**src/hdl/cbh_pkg.sv**
```systemverilog
// ----------------------------------------------------------------------------
// cbh_pkg
// Constants, tables and helper functions shared by the block hash files.
// ----------------------------------------------------------------------------
`default_nettype none

package cbh_pkg;

    typedef logic [31:0] word_t;

    // Operands of one compression round step
    typedef struct packed {
        word_t      a;
        word_t      b;
        word_t      c;
        word_t      d;
        word_t      w;
        word_t      k;
        logic [4:0] rot;
        logic       pass2;
    } cbh_rnd_in_t;

    localparam word_t IV [8] = '{
        32'h71b2b78a, 32'hec9ef898, 32'h3145caee, 32'hed119de9,
        32'hd83a713b, 32'h4996668b, 32'h4434d6b9, 32'ha8dca679
    };

    localparam word_t KT [64] = '{
        32'hc4343361, 32'he8929933, 32'hf468ebb7, 32'h32da638a,
        32'h86ee3abc, 32'h5accfd6e, 32'h836c6cab, 32'hf25f1553,
        32'h662b56b2, 32'h1143aabb, 32'hd87638d2, 32'h2f773b58,
        32'hff5a6aa7, 32'hee4e3eea, 32'h32faeaa3, 32'h19fb9b84,
        32'ha9bdb6e7, 32'hcc6525a8, 32'h4c2f6b14, 32'hb28b6fb1,
        32'h1237de8e, 32'hf5e8e273, 32'h78d51bd2, 32'h8ae39eb5,
        32'h5c6da38a, 32'hb4a4deb3, 32'h225b811b, 32'h50e62412,
        32'h818740a5, 32'h8b7eff2b, 32'hb78f6a2f, 32'h82cf8997,
        32'hd5f91f82, 32'h0723be5c, 32'h616f9748, 32'h43f64717,
        32'h8b76ea5e, 32'h35948bae, 32'h0023e714, 32'h54573c13,
        32'h3784d133, 32'h051cd836, 32'h5227c588, 32'hed73b5d8,
        32'he2571b48, 32'h0231fb8f, 32'hc68c895b, 32'hfc61e74f,
        32'h4334e2c9, 32'h36887d97, 32'h199ea71d, 32'h0245e5d9,
        32'h346c8894, 32'h765e9ce3, 32'h12f99f33, 32'h139e2e57,
        32'hae61fc8d, 32'hc1e8d8a4, 32'hff51afd7, 32'hed558ccd,
        32'hc4ceb9fe, 32'h1a85ec53, 32'hcc9e2d51, 32'h1b873593
    };

    // Message word order of both round passes
    localparam logic [3:0] RW [32] = '{
        4'd0, 4'd7, 4'd14, 4'd5, 4'd12, 4'd3, 4'd10, 4'd1,
        4'd8, 4'd15, 4'd6, 4'd13, 4'd4, 4'd11, 4'd2, 4'd9,
        4'd1, 4'd6, 4'd11, 4'd0, 4'd5, 4'd10, 4'd15, 4'd4,
        4'd9, 4'd14, 4'd3, 4'd8, 4'd13, 4'd2, 4'd7, 4'd12
    };

    // Round rotations, indexed by {pass, step mod 4}
    localparam logic [4:0] RND_ROT [8] = '{
        5'd6, 5'd10, 5'd15, 5'd21, 5'd5, 5'd9, 5'd14, 5'd20
    };

    // Message word and rotation of each mixing step
    localparam logic [3:0] MIX_W [32] = '{
        4'd0, 4'd2, 4'd4, 4'd6, 4'd8, 4'd10, 4'd12, 4'd14,
        4'd1, 4'd3, 4'd5, 4'd7, 4'd9, 4'd11, 4'd13, 4'd15,
        4'd4, 4'd8, 4'd7, 4'd5, 4'd1, 4'd3, 4'd2, 4'd13,
        4'd6, 4'd9, 4'd11, 4'd14, 4'd12, 4'd15, 4'd0, 4'd10
    };

    localparam logic [4:0] MIX_ROT [32] = '{
        5'd15, 5'd16, 5'd17, 5'd18, 5'd15, 5'd16, 5'd17, 5'd18,
        5'd11, 5'd13, 5'd17, 5'd19, 5'd11, 5'd13, 5'd17, 5'd19,
        5'd10, 5'd15, 5'd20, 5'd25, 5'd10, 5'd15, 5'd20, 5'd25,
        5'd11, 5'd13, 5'd17, 5'd19, 5'd11, 5'd13, 5'd17, 5'd19
    };

    // Finishing rotation per target word A..H
    localparam logic [4:0] FIN_ROT [8] = '{
        5'd19, 5'd17, 5'd15, 5'd13, 5'd19, 5'd17, 5'd15, 5'd13
    };

    localparam logic [4:0] MIX_COPY_STEP = 5'd23;
    localparam logic [3:0] W_COPY_DST    = 4'd14;
    localparam logic [3:0] W_COPY_SRC    = 4'd13;

    localparam word_t      FMIX_C1    = 32'h85ebca6b;
    localparam word_t      FMIX_C2    = 32'hc2b2ae35;
    localparam logic [7:0] PAD_BYTE   = 8'h80;
    localparam logic [5:0] LEN_POS    = 6'd56;
    localparam logic [5:0] BLOCK_LAST = 6'h3f;

    function automatic word_t rotl(input word_t x, input logic [4:0] r);
        logic [63:0] t;
        t = {x, x} << r;
        return t[63:32];
    endfunction

    function automatic word_t mul32(input word_t a, input word_t b);
        logic [63:0] p;
        p = a * b;
        return p[31:0];
    endfunction

    // (rotl(x, r) + add) * 5 + k, with the times five as shift and add
    function automatic word_t fin(input word_t x, input logic [4:0] r,
                                  input word_t add, input word_t k);
        word_t s;
        s = rotl(x, r) + add;
        return (s << 2) + s + k;
    endfunction

endpackage

`default_nettype wire

```
**src/hdl/cbh_round.sv**
```systemverilog
// ----------------------------------------------------------------------------
// cbh_round
// One step of the two round passes: F2 on the first pass, F1 on the second.
// ----------------------------------------------------------------------------
`default_nettype none

module cbh_round
(
    input  wire cbh_pkg::cbh_rnd_in_t op,
    output logic [31:0]               q
);

    logic [31:0] f;
    logic [31:0] sum;

    always_comb
    begin
        if (op.pass2)
        begin
            f = op.b ^ (op.c & (op.d ^ op.b));
        end
        else
        begin
            f = op.b ^ (op.d | ~op.c);
        end
        sum = op.a + f + op.w + op.k;
        q   = cbh_pkg::rotl(sum, op.rot) + op.b;
    end

endmodule

`default_nettype wire
```
**config.mk**
```make
export PLATFORM = sky130hd
export DESIGN_NAME = cbh_round
export DESIGN_NICKNAME = d
export VERILOG_FILES = /design/src/hdl/cbh_pkg.sv /design/src/hdl/cbh_round.sv
export SDC_FILE = /design/constraint.sdc
export NUM_CORES = 1
export LEC_CHECK = 0
export ABC_CLOCK_PERIOD_IN_PS = 11450
export BUFFER_PORTS_ARGS = -buffer_cell sky130_fd_sc_hd__buf_2
export CORE_ASPECT_RATIO = 2
export CORE_UTILIZATION = 30
export DETAILED_ROUTE_END_ITERATION = 6
export PLACE_DENSITY = 0.61
export SLEW_MARGIN = 20
export SYNTH_ARGS = -nofsm -noshare
export SYNTH_HDL_FRONTEND = slang
export SYNTH_SLANG_ARGS = --single-unit
```
**constraint.sdc**
```tcl
create_clock -name vclk -period 11.45
set_clock_uncertainty 0.15 [all_clocks]
set_input_delay 2.29 -clock vclk [all_inputs]
set_output_delay 2.29 -clock vclk [all_outputs]
set_load 0.02 [all_outputs]
```
==> results.md <==
* CP Class: input pin to output pin
* Status: finished, violations left
* Sequential power share at 0%
* Initial DRC count at 496
* Antenna cells at 0
* Clk pwr share at 0%
* Vias in the first global route at 10500
* Drt wl/cell at 17.1 µm
* Period utilisation layout at 104%
* Die width at 119 µm
* Nets at 1999
* Final GP Congestion at 0.931
* DP Cell Count at 1978
* Total congestion overflow at 0
* Combinational share of power at 100.0%
* Syn Std Cell Area at 8200 µm²
* Synth cell types at 64
* I/O Pins at 230
* Req. time, crit path at 9.01 ns
* Min-delay src: op[165]
* Min Tclk post-route at 11.92 ns
* Place WS at -1.03 ns
* Sw power at 2060 µW
* Rows at 85
* Antenna viol nets, final at 0
* DRC Markers at 0
* Hold depth at 4
* Synth top area share at 15.4%
* Final Worst Setup Slack at -0.467 ns
* Drt first pass iters at 5
* Clock Buffer Count at 0
* Area contributors post-synth: fa_1 (15%), ha_1 (9.8%), inv_1 (7.6%)
* Worst Hold End: q[31]
* HPWL Detailed at 28500 µm
* Drt total wl at 34500 µm
* Core Area at 26900 µm²
* Fill count at 2703
* Max Cap Violations at 0
* Hold Vio Cnt, Final at 0
* Max-slew violations at 0
* Largest net degree at the start of global routing at 38
* Hold_buf cts at 0
* Share of cells above drive strength 1 at 44.0%
* Synth Area per Inst at 7.23 µm²
* Mapped Cells at 1133
* Register area share after synthesis at 0%
* Final setup violation count at 10
* Via-per-instance ratio at 5.12
* HP Class: input pin to output pin
* Fmax at 0.0839 GHz
* Leak pwr at 0.00668 µW
* Initial antenna violation count at 0
* Register area at 0 µm²
* RSZ-0062 raised after global routing: true
* Endpoint class of the critical path: output pin
* # port buffers at 230
* Area of the multi-input gates at 8100 µm²
* First-pass GRT wire length at 53000 µm
* Via count at 10300
* Post-synth top area cell: fa_1
* Die area at 28000 µm²
* Layout Cells excl Fill at 2020
* Layout area overhead at 60.4%
* Slew headroom at 48.8%
* Largest stage delay on the critical path at 0.53 ns
* Starting density of the core at 30.5%
* Critical path launch point type: input pin
* P per Cell Area at 312 nW/µm²
* CP arrival at 9.48 ns
* Failing checks: setup timing
* Internal power at 2040 µW
* Slowest stage cell, crit path: or4_1
* Peak VDD IR at 310 µV
* Die H at 236 µm
* Sequential cells at 0
* Total track usage at 24.0%
* Synth warnings at 0
* Syn nets at 1458
* CP Max Fanout at 3
* Sw Share at 50.3%
* Slew @ Worst Pin at 0.768 ns
[logic make-up (layout without fill, tap and decap cells)]
logic type / after synthesis / after routing / synth area share [%]
XOR/XNOR: 53 / 53 / 5.66
multiplexers: 88 / 88 / 13.6
AO/OA/AOI/OAI: 325 / 325 / 25.8
buffers and inverters: 214 / 753 / 9.94
AND/OR/NAND/NOR: 326 / 326 / 19.9
adder cells (fa/ha/maj): 127 / 127 / 25.2
[worst max path at each step]
stage | from | end | slack (ns) | depth (start not counted)
global placement | op[0] | q[30] | -0.99 | 36
floorplan | op[0] | q[28] | 0.0003 | 32
CTS | op[168] | q[28] | -0.45 | 32
global route | op[0] | q[28] | -0.67 | 38
detailed placement | op[0] | q[28] | -1.03 | 37
finish | op[27] | q[28] | -0.47 | 32
[area by class of cell]
cell class,count,share of cell area [%]
inverters,170,4.85
multi-input cells,919,61.6
repair buffers,583,30.2
well taps,348,3.31
[synthesized netlist by cell type, types with 28 or more instances]
cell      number
nor2_1        74
a21o_1        28
nand2b_1      42
ha_1          64
inv_1        167
xnor2_1       39
mux2i_1       57
clkbuf_1      31
a21oi_1       73
o211ai_1      42
fa_1          63
o21ai_0       79
nand2_1       98
nand3b_1      32
[metal layers]
layer	wire [µm]	vias to the layer above	GRT usage (%)
li1	-	5064	-
met1	11800	4923	22.9
met4	2400	0	12.9
met2	19300	279	49.6
met3	898	80	1.16
met5	0	-	0
[critical path: cells and delay by family]
kind | cells | cell delay [ns]
AND/OR/NAND/NOR | 5 | 1.47
AO/OA/AOI/OAI | 10 | 1.91
buffers and inverters | 7 | 0.73
multiplexers | 4 | 1.15
adder cells (fa/ha/maj) | 4 | 1.62
XOR/XNOR | 2 | 0.30
[power by group through the flow]
stage	sequential (µW)	combinational, µW	clock (µW)
floorplan	0	1850	0
global placement	0	3450	0
detailed placement	0	3470	0
CTS	0	3870	0
global route	0	4360	0
finish	0	4100	0
[layout by cell type, fill, tap and decap left out, types with 5 or more instances in the layout]
cell and count:
mux2i_2 7, and3_1 8, o21ai_0 65, nand2b_1 41, nor3_1 10, nor2_1 71, o21ai_2 10, mux4_2 17
nand2_1 95, fa_1 61, nand3b_1 32, o21ai_1 5, and2_1 6, ha_4 11, a211oi_1 5, o211ai_1 42
a21oi_4 6, or3_1 6, inv_2 11, ha_1 50, buf_2 213, mux2_2 13, xnor2_1 33, xnor2_2 5
a211oi_2 5, o21a_1 12, inv_1 158, a21o_1 28, mux2i_1 48, a21oi_2 15, buf_4 352, xor2_1 12
a21oi_1 53, nand4_1 9, nor2b_1 6, o21bai_1 8, buf_6 13, a211o_1 9, nand3_1 13
[metrics by stage]
step                utilization [%]  TNS, ns  hold slack (ns)  cell area [µm²]  power (µW)
detailed placement             44.5   -10.16             4.88            12000        3470
finish                         48.8    -2.90             4.89            13100        4100
global route                   48.8    -5.23             4.92            13100        4360
CTS                            47.6    -2.22             4.88            12800        3870
global placement               44.5    -9.12             4.89            12000        3450
floorplan                         -        0             4.64             8220        1850
[timing repair]
item,4_1_cts,5_1_grt
gates resized for setup,119,62
endpoints found under the setup margin,19,15
gates cloned,2,0
setup buffers,31,14
pin swaps,56,67
Power figures use the tool's default switching activity.
